`src/rtl/firq31_pkg.sv`:
```
`timescale 1ns / 1ps
// ----------------------------------------------------------------------------
// firq31_pkg
// Shared types and constants for the Q1.31 direct-form FIR core: tap count,
// address widths, sequencer states and the control structs between modules.
// ----------------------------------------------------------------------------
package firq31_pkg;

  localparam int TAPS     = 1024;
  localparam int TAP_AW   = (TAPS > 1) ? $clog2(TAPS) : 1;
  localparam int CNT_W    = $clog2(TAPS + 1);
  localparam int SAMPLE_W = 32;
  localparam int COEF_W   = 32;
  localparam int ACC_W    = 64;
  localparam int SHIFT_W  = 6;
  localparam int INDEX_W  = 10;

  localparam logic [SHIFT_W-1:0] SHIFT_RESET = 6'd28;
  localparam logic [TAP_AW-1:0]  TAP_LAST    = TAP_AW'(TAPS - 1);
  localparam logic [CNT_W-1:0]   FILL_FULL   = CNT_W'(TAPS);

  typedef logic [TAP_AW-1:0] tap_addr_t;

  // request opcode
  typedef enum logic {
    OP_SAMPLE = 1'b0,
    OP_COEF   = 1'b1
  } op_t;

  // sequencer states
  typedef enum logic [1:0] {
    ST_IDLE,
    ST_RUN,
    ST_DRAIN
  } seq_state_t;

  // sequencer -> tap storage
  typedef struct packed {
    logic      hist_we;
    tap_addr_t hist_waddr;
    tap_addr_t hist_raddr;
    logic      coef_we;
    tap_addr_t coef_waddr;
    tap_addr_t coef_raddr;
  } mem_ctl_t;

  // sequencer -> multiply-accumulate unit
  typedef struct packed {
    logic clear;  // start of a new sum
    logic issue;  // a tap read was issued this cycle
    logic live;   // history entry of this tap has been written since reset
  } mac_ctl_t;

  // map the request's tap index onto a storage address
  function automatic tap_addr_t index_to_addr(logic [INDEX_W-1:0] idx);
    logic [TAP_AW+INDEX_W-1:0] wide;
    wide = {{TAP_AW{1'b0}}, idx};
    return wide[TAP_AW-1:0];
  endfunction

endpackage

```
`src/rtl/firq31_ctrl.sv`:
```
`timescale 1ns / 1ps
// ----------------------------------------------------------------------------
// firq31_ctrl
// Sequencer: takes requests, keeps the delay-line head and fill count, and
// walks every tap through the shared multiply-accumulate unit.
// ----------------------------------------------------------------------------
module firq31_ctrl (
  input  logic                                clk,
  input  logic                                rst_n,
  input  logic                                in_valid,
  output logic                                in_stall,
  input  logic                                in_op,
  input  logic [firq31_pkg::INDEX_W-1:0]      in_tap_index,
  input  logic                                pipe_busy,
  input  logic                                out_free,
  output firq31_pkg::mem_ctl_t                mem_ctl,
  output firq31_pkg::mac_ctl_t                mac_ctl,
  output logic                                done
);
  import firq31_pkg::*;

  seq_state_t       state_r, state_nxt;
  tap_addr_t        head_r;     // slot of newest sample
  tap_addr_t        rd_pos_r;   // delay-line read slot
  tap_addr_t        tap_r;      // coefficient index
  logic [CNT_W-1:0] fill_r;     // samples written since reset, saturating

  logic      accept;
  logic      sample_acc;
  logic      coef_acc;
  logic      tap_ok;
  tap_addr_t head_new;
  tap_addr_t rd_pos_inc;

  assign accept     = in_valid && (state_r == ST_IDLE);
  assign sample_acc = accept && (op_t'(in_op) == OP_SAMPLE);
  assign coef_acc   = accept && (op_t'(in_op) == OP_COEF);
  assign tap_ok     = (int'(in_tap_index) < TAPS);
  assign head_new   = (head_r == '0) ? TAP_LAST : tap_addr_t'(head_r - 1'b1);
  assign rd_pos_inc = (rd_pos_r == TAP_LAST) ? '0 : tap_addr_t'(rd_pos_r + 1'b1);

  // next state
  always_comb begin
    state_nxt = state_r;
    unique case (state_r)
      ST_IDLE: begin
        if (sample_acc) state_nxt = ST_RUN;
      end
      ST_RUN: begin
        if (tap_r == TAP_LAST) state_nxt = ST_DRAIN;
      end
      ST_DRAIN: begin
        if (!pipe_busy && out_free) state_nxt = ST_IDLE;
      end
      default: state_nxt = ST_IDLE;
    endcase
  end

  // outputs
  always_comb begin
    in_stall           = (state_r != ST_IDLE);
    done               = (state_r == ST_DRAIN) && !pipe_busy && out_free;
    mem_ctl.hist_we    = sample_acc;
    mem_ctl.hist_waddr = head_new;
    mem_ctl.hist_raddr = rd_pos_r;
    mem_ctl.coef_we    = coef_acc && tap_ok;
    mem_ctl.coef_waddr = index_to_addr(in_tap_index);
    mem_ctl.coef_raddr = tap_r;
    mac_ctl.clear      = sample_acc;
    mac_ctl.issue      = (state_r == ST_RUN);
    mac_ctl.live       = (CNT_W'(tap_r) < fill_r);
  end

  // state and counters
  always_ff @(posedge clk) begin
    if (!rst_n) begin
      state_r  <= ST_IDLE;
      head_r   <= '0;
      rd_pos_r <= '0;
      tap_r    <= '0;
      fill_r   <= '0;
    end else begin
      state_r <= state_nxt;
      if (sample_acc) begin
        head_r   <= head_new;
        rd_pos_r <= head_new;
        tap_r    <= '0;
        if (fill_r != FILL_FULL) fill_r <= fill_r + 1'b1;
      end else if (state_r == ST_RUN) begin
        rd_pos_r <= rd_pos_inc;
        if (tap_r != TAP_LAST) tap_r <= tap_r + 1'b1;
      end
    end
  end

endmodule

```
`config.mk`:
```
export PLATFORM = sky130hd
export DESIGN_NAME = firq31_ctrl
export DESIGN_NICKNAME = d
export VERILOG_FILES = /design/src/rtl/firq31_pkg.sv /design/src/rtl/firq31_ctrl.sv
export SDC_FILE = /design/constraint.sdc
export NUM_CORES = 1
export LEC_CHECK = 0
export ABC_AREA = 1
export BUFFER_PORTS_ARGS = -buffer_cell sky130_fd_sc_hd__buf_2
export CAP_MARGIN = 30
export CORE_ASPECT_RATIO = 2
export CORE_MARGIN = 1.5
export CORE_UTILIZATION = 54
export DETAILED_ROUTE_END_ITERATION = 8
export HOLD_SLACK_MARGIN = 0.12
export PLACE_DENSITY = 0.78
export SLEW_MARGIN = 20
export SYNTH_ARGS = -nofsm -noshare
export SYNTH_HDL_FRONTEND = slang
export SYNTH_SLANG_ARGS = --single-unit
```
`constraint.sdc`:
```
create_clock -name clk -period 1.9 [get_ports clk]
set_input_delay 0.38 -clock clk [delete_from_list [all_inputs] [get_ports clk]]
set_output_delay 0.38 -clock clk [all_outputs]
set_load 0.1 [all_outputs]
```
==> impl_results.md <==
* Fin crit share at 1.074
* CTS H-tree lvls at 2
* Post-Synth Adder-Cell Area at 0.06588
* Syn avg cell area at 6.731 µm²
* Critical Path AT at 1.66 ns
* CP max FO at 3
* Cts hold-fix bufs at 0
* Slew margin rel. at 0.5934
* Fin util at 0.7715
* Share of cells above drive strength 1 at 0.3478
* Cells after synthesis at 395
* Routed length per instance at 15.29 µm
* Starting Density at 0.5517
* Fin crit period at 2.041 ns
* Pins Over Slew Limit at 0
* Worst slew pin tran at 0.6099 ns
* WL final at 7.906 mm
* Area grow syn2layout at 39.86%
* CTS clk-pin slew, worst paths at 0.09 ns
* Yosys top cell area share at 0.3238
* Worst vdd ir at 0.001076 V
* DRC at 0
* Synth Area in Compound Gates at 0.1271
* Post-synthesis async set-or-reset flop share at 0
* Status: finished, violations left
* DR iter-0 viols at 88
* Finish-stage setup viols at 9
* Failing checks: negative setup slack
* Synth area leader: dfxtp_1
* Post-Synth Simple-Gate Area at 0.3035
* IO buf count at 42
* Lkg Pwr at 1.647 nW
* RSZ-0062 raised after global routing: true
* ANT nets after route at 0
* CORE AREA at 4820 µm²
* Ant. Diodes at 0
* Mean number of vias per cell at 5.545
* Final hold viol count at 0
* Largest net degree at the start of global routing at 21
* Die width at 52.62 µm
* Setup Slack @ Placement at 0.04784 ns
* FMAX at 489.9 MHz
* Synth warn at 0
* Rows at 36
* Placer Congestion at 0.9550
* Largest family of logic cells by synthesized area: simple AND/OR/NAND/NOR gates
* Max-cap violations at 0
* Num CTS Buffers at 5
* CTS root buf: clkbuf_8
* Syn_nets at 425
* Top_reg_cell synth: dfxtp_1
* Yosys cell types at 30
* Worst Skew at 0.007439 ns
* Post-synth EDFFs at 0
* Initial antenna violation count at 0
* Placed wire-length estimate at 5.717 mm
* Layout Nets at 489
* Ports at 63
* Type of the tightest min-delay check: in2reg
* Clock tree from TritonCTS: done
* Via count at 2,867
* Hold WS at 0.4127 ns
* Pre-antenna DRT Iters at 4
* CP Class: reg2out
* Vias in the first global route at 2,650
* Fin Setup TNS at -0.9447 ns
* Post-synthesis xor/xnor area fraction at 0.05600
* CTS max path bufs at 2
* Post-synthesis sequential area ratio at 0.3238
* First-pass GRT wire length at 11.96 mm
* Netlist Area Pre-Place at 2659 µm²
* Post-synthesis register bit count at 43
* Clk_lat worst skew at 0.30 ns
* Worst setup margin at -0.1411 ns
* Die Ht at 102.2 µm
* Placed insts at 490
* Congestion Overflow GR at 0
* Overall Global Routing Usage at 0.2995
* CP endpoint kind: output pin
* Post-Layout Cell Count at 517
* PD cells at 1075 nW/µm²
* Startpoint Class: flop
* Die area at 5379 µm²
* Fillers at 349
* Multi-input gate area at 1729 µm²
* Post-synthesis mux area share at 0
* Critical Path RT at 1.52 ns
* Sequential cell area at 915.9 µm²
* CTS Sinks at 43
* Largest cells by area after synthesis: dfxtp_1 (32%), nand2_1 (13%), inv_1 (7.1%)
-- power by group --
part           internal [W]  switching, W  leakage [nW]
Clock              0.000331      0.000327        0.0505
Sequential         0.000960     0.0000714         0.365
Combinational      0.000778       0.00153          1.23
-- final cells by class --
cell class              instances  area share
clock buffers                   7     0.02591
repair buffers                 77      0.1867
multi-input cells             280      0.4650
well taps                      57     0.01918
inverters                      52     0.05485
flip-flops and latches         43      0.2463
clock inverters                 1    0.002019
-- kinds of logic after synthesis --
logic type,count (synthesis)
AND/OR/NAND/NOR,188
flip-flops,43
XOR/XNOR,17
buffers and inverters,72
adder cells (fa/ha/maj),14
AO/OA/AOI/OAI,61
-- critical path, cell delays in order (launching register included) --
cell,delay (ns)
dfxtp_2,0.33
inv_2,0.08
ha_4,0.15
nand3_4,0.07
nor2_4,0.15
nand2_2,0.08
xor2_2,0.17
clkinvlp_4,0.14
buf_12,0.18
-- path summary, 6_finish.rpt --
check / startpoint / end / slack (ns) / cells after the start
setup / recovery: head_r[0]$_SDFFE_PN0P_ / mem_ctl[37] / -0.14 / 8
hold / removal: out_free / state_r[1]$_SDFFE_PN0P_ / 0.41 / 4
setup reg to reg: head_r[2]$_SDFFE_PN0P_ / head_r[7]$_SDFFE_PN0P_ / 0.15 / 10
hold reg to reg: fill_r[10]$_SDFFE_PN0P_ / fill_r[10]$_SDFFE_PN0P_ / 0.47 / 2
-- layout by cell type, fill, tap and decap left out, drive strengths merged --
cell and count:
a31oi 2, dfxtp 43, xnor2 3, nor3 11, a211oi 2, o221ai 1, clkinvlp 2, o21bai 2
o31ai 1, buf 77, nand4 10, nand3 32, o21a 1, nor2 35, or2 1, clkbuf 7
o21ai 18, xor2 14, nand2 96, inv 50, and3 1, clkinv 1, nor3b 1, nand3b 1
ha 14, o211ai 2, a21oi 27, o22ai 5
-- what timing repair did --
item                       4_1_cts  5_1_grt
setup endpoints to repair       12       13
setup buffers                   10       11
pin swaps                       12       12
gates resized for setup         22       32
-- state kept, by name, indices dropped and copies added (netlist names) --
name,count
state_r,2
head_r,10
fill_r,11
tap_r,10
rd_pos_r,10
-- Yosys cell counts (all sizes together), types with 3 or more instances --
library cell	n
o22ai	5
a21oi	27
nand3	32
xnor2	3
xor2	14
o21ai	18
clkbuf	3
dfxtp	43
buf	17
inv	50
nor2	35
nand2	96
ha	14
nand4	10
nor3	11
-- routing by layer --
layer / vias to the layer above / track usage / wire [µm]
li1: 1418 / - / -
met1: 1311 / 0.2903 / 2753
met2: 101 / 0.5510 / 4352
met3: 37 / 0.03363 / 296
met4: 0 / 0.2189 / 504
met5: - / 0 / 0
-- stage by stage --
stage	instance area (µm²)	power, W
floorplan	2829	0.002551
global placement	3292	0.003012
detailed placement	3292	0.003031
CTS	3521	0.003802
global route	3719	0.004167
finish	3719	0.003998
(Power assumes the default switching activity.)
