File: src/rtl/firq31_pkg.sv
`timescale 1ns / 1ps
// ----------------------------------------------------------------------------
// firq31_pkg
// Shared types and constants for the Q1.31 direct-form FIR core: tap count,
// address widths, sequencer states and the control structs between modules.
// ----------------------------------------------------------------------------
package firq31_pkg;

  localparam int TAPS     = 1024;
  localparam int TAP_AW   = (TAPS > 1) ? $clog2(TAPS) : 1;
  localparam int CNT_W    = $clog2(TAPS + 1);
  localparam int SAMPLE_W = 32;
  localparam int COEF_W   = 32;
  localparam int ACC_W    = 64;
  localparam int SHIFT_W  = 6;
  localparam int INDEX_W  = 10;

  localparam logic [SHIFT_W-1:0] SHIFT_RESET = 6'd28;
  localparam logic [TAP_AW-1:0]  TAP_LAST    = TAP_AW'(TAPS - 1);
  localparam logic [CNT_W-1:0]   FILL_FULL   = CNT_W'(TAPS);

  typedef logic [TAP_AW-1:0] tap_addr_t;

  // request opcode
  typedef enum logic {
    OP_SAMPLE = 1'b0,
    OP_COEF   = 1'b1
  } op_t;

  // sequencer states
  typedef enum logic [1:0] {
    ST_IDLE,
    ST_RUN,
    ST_DRAIN
  } seq_state_t;

  // sequencer -> tap storage
  typedef struct packed {
    logic      hist_we;
    tap_addr_t hist_waddr;
    tap_addr_t hist_raddr;
    logic      coef_we;
    tap_addr_t coef_waddr;
    tap_addr_t coef_raddr;
  } mem_ctl_t;

  // sequencer -> multiply-accumulate unit
  typedef struct packed {
    logic clear;  // start of a new sum
    logic issue;  // a tap read was issued this cycle
    logic live;   // history entry of this tap has been written since reset
  } mac_ctl_t;

  // map the request's tap index onto a storage address
  function automatic tap_addr_t index_to_addr(logic [INDEX_W-1:0] idx);
    logic [TAP_AW+INDEX_W-1:0] wide;
    wide = {{TAP_AW{1'b0}}, idx};
    return wide[TAP_AW-1:0];
  endfunction

endpackage

File: src/rtl/firq31_mac.sv
`timescale 1ns / 1ps
// ----------------------------------------------------------------------------
// firq31_mac
// Shared multiply-accumulate unit: one 32x32 signed product per cycle into a
// product register, a 64-bit wrapping accumulator, and the output shifter.
// ----------------------------------------------------------------------------
module firq31_mac (
  input  logic                                   clk,
  input  logic                                   rst_n,
  input  firq31_pkg::mac_ctl_t                   mac_ctl,
  input  logic signed [firq31_pkg::SAMPLE_W-1:0] hist_rd,
  input  logic signed [firq31_pkg::COEF_W-1:0]   coef_rd,
  input  logic [firq31_pkg::SHIFT_W-1:0]         shift,
  output logic                                   pipe_busy,
  output logic signed [firq31_pkg::SAMPLE_W-1:0] result
);
  import firq31_pkg::*;

  logic                    rd_vld_r;
  logic                    rd_live_r;
  logic                    prod_vld_r;
  logic signed [ACC_W-1:0] prod_r;
  logic signed [ACC_W-1:0] acc_r;
  logic signed [ACC_W-1:0] product;
  logic signed [ACC_W-1:0] shifted;

  // pipeline valids track the registered memory read and the product stage
  always_ff @(posedge clk) begin
    if (!rst_n) begin
      rd_vld_r   <= 1'b0;
      rd_live_r  <= 1'b0;
      prod_vld_r <= 1'b0;
    end else begin
      rd_vld_r   <= mac_ctl.issue;
      rd_live_r  <= mac_ctl.live;
      prod_vld_r <= rd_vld_r;
    end
  end

  // full-width signed product
  assign product = hist_rd * coef_rd;

  // unwritten history slots read as zero
  always_ff @(posedge clk) begin
    if (rd_vld_r) begin
      prod_r <= rd_live_r ? product : '0;
    end
  end

  // accumulate, wrapping mod 2^64
  always_ff @(posedge clk) begin
    if (mac_ctl.clear) begin
      acc_r <= '0;
    end else if (prod_vld_r) begin
      acc_r <= acc_r + prod_r;
    end
  end

  assign pipe_busy = rd_vld_r | prod_vld_r;
  assign shifted   = acc_r >>> shift;
  assign result    = shifted[SAMPLE_W-1:0];

endmodule

File: config.mk
export PLATFORM = sky130hd
export DESIGN_NAME = firq31_mac
export DESIGN_NICKNAME = d
export VERILOG_FILES = /design/src/rtl/firq31_pkg.sv /design/src/rtl/firq31_mac.sv
export SDC_FILE = /design/constraint.sdc
export NUM_CORES = 2
export LEC_CHECK = 0
export ABC_AREA = 1
export BUFFER_PORTS_ARGS = -buffer_cell sky130_fd_sc_hd__buf_2
export CAP_MARGIN = 40
export CORE_MARGIN = 2
export CORE_UTILIZATION = 40
export DETAILED_ROUTE_END_ITERATION = 8
export PLACE_DENSITY_LB_ADDON = 0.2
export SLEW_MARGIN = 20
export SYNTH_ARGS = -nofsm -noshare
export SYNTH_HDL_FRONTEND = slang
export SYNTH_SLANG_ARGS = --single-unit
File: constraint.sdc
create_clock -name clk -period 8.6 [get_ports clk]
set_clock_uncertainty 0.2 [all_clocks]
set_input_delay 0.86 -clock clk [delete_from_list [all_inputs] [get_ports clk]]
set_output_delay 0.86 -clock clk [all_outputs]
set_load 0.02 [all_outputs]
==> impl_metrics.env <==
export IMPL_grt_pass1_vias=45900
export IMPL_max_stage_delay_ns=0.70
export IMPL_cp_num_buf_inv=5
export IMPL_synthArstFlopShare_pct=0
export IMPL_min_from="acc_r[0]$_SDFFE_PP0P_"
export IMPL_portBuffers=107
export IMPL_hpwlAfterDp_mm=143
export IMPL_drtIter0Drc=3368
export IMPL_rows=131
export IMPL_syn_area_um2=51300
export IMPL_worstHoldPathCells=2
export IMPL_dieHeight_um=362
export IMPL_final_setup_worst_slack_ns=0.398
export IMPL_end_kind="register"
export IMPL_cpLargestDelayFamily="adder cells"
export IMPL_routed_wl_mm=163
export IMPL_final_core_util_pct=43.1
export IMPL_postRouteAntennaNets=0
export IMPL_path_cells="buf_2 > nand2_1 > fa_1 > buf_4 > fa_1 > fa_1 > fa_1 > inv_1 > fa_1 > fa_1 > fa_1 > fa_1 > ha_1 > nand2_1 > nor2_1 > inv_1 > nor3_1 > inv_1 > o21ai_0 > a21oi_1 > a21oi_1 > nor2_1"
export IMPL_drv_cap=0
export IMPL_grt_util_all_layers_pct=25.6
export IMPL_avgSynthCellArea_um2=7.24
export IMPL_root_buffer="clkbuf_16"
export IMPL_cp_data_required_time_ns=8.61
export IMPL_core_um2=127000
export IMPL_cpMostUsedCell="fa_1"
export IMPL_drc=0
export IMPL_placed_cells=8757
export IMPL_criticalPathCategory="input port to register"
export IMPL_cp_slowest_cell="fa_1"
export IMPL_drive_gt1_share_pct=5.16
export IMPL_n_fill_cell=13300
export IMPL_grt_overflow=0
export IMPL_drtPass1Iterations=6
export IMPL_synth_top_area_share_pct=42.3
export IMPL_min_to="acc_r[0]$_SDFFE_PP0P_"
export IMPL_synth_seq_cells=131
export IMPL_synth_largest_area_cell="fa_1"
export IMPL_io_pins=108
export IMPL_syn_nets=8484
export IMPL_r2r_cells=17
export IMPL_path_max_fanout=24
export IMPL_synth_flop_cell="dfxtp_1"
export IMPL_syn_inst=7079
export IMPL_grt_pass1_wl_mm=262
export IMPL_postCtsHoldBufs=0
export IMPL_cts_buffer_depth=2
export IMPL_cts_buffers=17
export IMPL_path_clk_slew_ns=0.07
export IMPL_r2r_end="acc_r[38]$_SDFFE_PP0P_"
export IMPL_setup_viol=0
export IMPL_r2r_slack_ns=5.15
export IMPL_relSlewSlack_pct=45.4
export IMPL_grt_max_degree=71
export IMPL_pre_cts_slack_ns=-0.0568
export IMPL_start_util_pct=40.3
export IMPL_max_clock_freq_ghz=0.122
export IMPL_fin_hold_ws_ns=0.287
export IMPL_worstPathArrival_ns=8.21
export IMPL_insertion_delay_ns=0.46
export IMPL_finalCriticalPeriod_ns=8.20
export IMPL_startpoint_type="input port"
export IMPL_yosysSeqAreaShare_pct=6.36
export IMPL_fin_nets=8521
export IMPL_via_per_inst=4.95
export IMPL_reg2reg_from="prod_r[0]$_SDFFCE_PN0P_"
export IMPL_synth_edf_count=64
export IMPL_place_congestion=0.970
export IMPL_cts_sinks=131
export IMPL_tightest_slew_ns=0.818
export IMPL_final_instance_count_excl_fill=8794
export IMPL_finalCritPeriodShare_pct=95.4
export IMPL_htreeDepth=4
export IMPL_hold_class="register to register"
export IMPL_fp_dieW_um=362
export IMPL_post_drt_wl_per_cell_um=18.5
export IMPL_ys_warn_count=0
export IMPL_antenna_found_initial=4
export IMPL_cts_resized=0
export IMPL_dieArea_um2=131000
export IMPL_synth_cell_type_count=47
export IMPL_areaGrowthSynthToFinish_pct=7.16
export IMPL_final_max_slew_viol_count=0
export IMPL_cts_tree="yes"
export IMPL_vias=43500
export IMPL_rsz0062_at_grt="false"
export IMPL_status="finished clean"
export IMPL_hold_violations=0
export IMPL_cts_setup_buffers=0
export IMPL_synthTopCellsByArea="fa_1 (42%), nand2_1 (15%), inv_1 (14%), ha_1 (6.0%), edfxtp_1 (3.7%)"
## tightest hold or removal path, stage by stage, from the launching register on
cell and delay (ns):
dfxtp_1 0.33, nand2_1 0.07, a21oi_1 0.05
## metal layers
layer  global-route usage (%)  wire (µm)  up-vias
li1                         -          -    20600
met1                     36.7      75900    21600
met3                     2.09       8040      136
met5                        0          8        -
met4                     5.62       3450        2
met2                     42.3      75200     1140
## sequential cells by signal (all words and copies together), names as in the netlist
register and count:
prod_vld_r 1, rd_vld_r 1, prod_r 64, rd_live_r 1, acc_r 64
## layout by cell type, fill, tap and decap left out, types with 3 or more instances in the layout
master,n
a21o_1,9
a21oi_1,258
a31oi_1,12
and2_1,3
buf_12,14
buf_2,106
buf_4,180
clkbuf_16,18
clkinv_2,4
clkinv_4,4
dfxtp_1,65
diode_2,3
edfxtp_1,64
fa_1,1083
ha_1,247
inv_1,1889
inv_2,4
mux2i_1,52
nand2_1,2009
nand2_2,8
nand3_1,175
nand3b_1,9
nand4_1,23
nor2_1,405
nor3_1,24
nor4_1,5
o211ai_1,15
o21a_1,23
o21ai_0,223
o21ai_1,87
o21ai_2,3
o21bai_1,22
or2_1,4
or2_2,9
xnor2_1,11
xor2_1,31
## worst max path at each step
stage / start / endpoint / slack [ns] / cells past startpoint
after detailed placement: coef_rd[8] / prod_r[61]$_SDFFCE_PN0P_ / -0.06 / 22
after floorplan: hist_rd[31] / prod_r[50]$_SDFFCE_PN0P_ / 0.72 / 29
after global routing: coef_rd[8] / prod_r[61]$_SDFFCE_PN0P_ / 0.02 / 22
after CTS: coef_rd[8] / prod_r[61]$_SDFFCE_PN0P_ / 0.40 / 22
final: coef_rd[8] / prod_r[61]$_SDFFCE_PN0P_ / 0.40 / 22
after global placement: coef_rd[8] / prod_r[61]$_SDFFCE_PN0P_ / -0.11 / 22
## kinds of logic (layout without fill, tap and decap cells)
| logic type | count (synthesis) | in the layout | share of synthesized area (%) |
|---|---|---|---|
| multiplexers | 52 | 52 | 1.02 |
| AO/OA/AOI/OAI | 658 | 658 | 6.85 |
| other | 0 | 3 | 0 |
| XOR/XNOR | 42 | 42 | 0.717 |
| buffers and inverters | 2180 | 2230 | 16.2 |
| AND/OR/NAND/NOR | 2686 | 2686 | 20.6 |
| flip-flops | 131 | 131 | 6.36 |
| adder cells (fa/ha/maj) | 1330 | 1330 | 48.3 |
## layout make-up
class	count	area, µm²	share of cell area (%)
multi-input combinational	4768	39700	72.3
inverter	1894	7110	12.9
sequential	131	3270	5.94
timing repair buffer	304	2230	4.06
tap	1662	2080	3.78
clock buffer	20	458	0.833
clock inverter	12	82.6	0.150
antenna	3	7.51	0.0137
## per-stage QoR
step,instance area [µm²],TNS [ns]
final,54900,0
after global routing,54900,0
after CTS,54900,0
after detailed placement,54400,-0.0850
after global placement,54300,-0.213
after floorplan,51300,0
## synth_stat cells, types with 5 or more instances
library cell and number:
o211ai_1 15, clkbuf_1 237, buf_1 13, a21oi_1 258
or2_2 9, mux2i_1 52, o21ai_0 223, nor3_1 24
a21o_1 9, nand2_1 2009, dfxtp_1 67, xor2_1 31
fa_1 1083, nor2_1 405, nand3b_1 9, a31oi_1 12
xnor2_1 11, o21bai_1 22, ha_1 247, buf_2 22
buf_6 10, nand2_2 8, edfxtp_1 64, nor4_1 5
nand3_1 175, o21a_1 23, o21ai_1 87, inv_1 1890
nand4_1 23
Power is not shown: default switching activity piles up to over one toggle a cycle in this logic, so the estimate is an artifact.
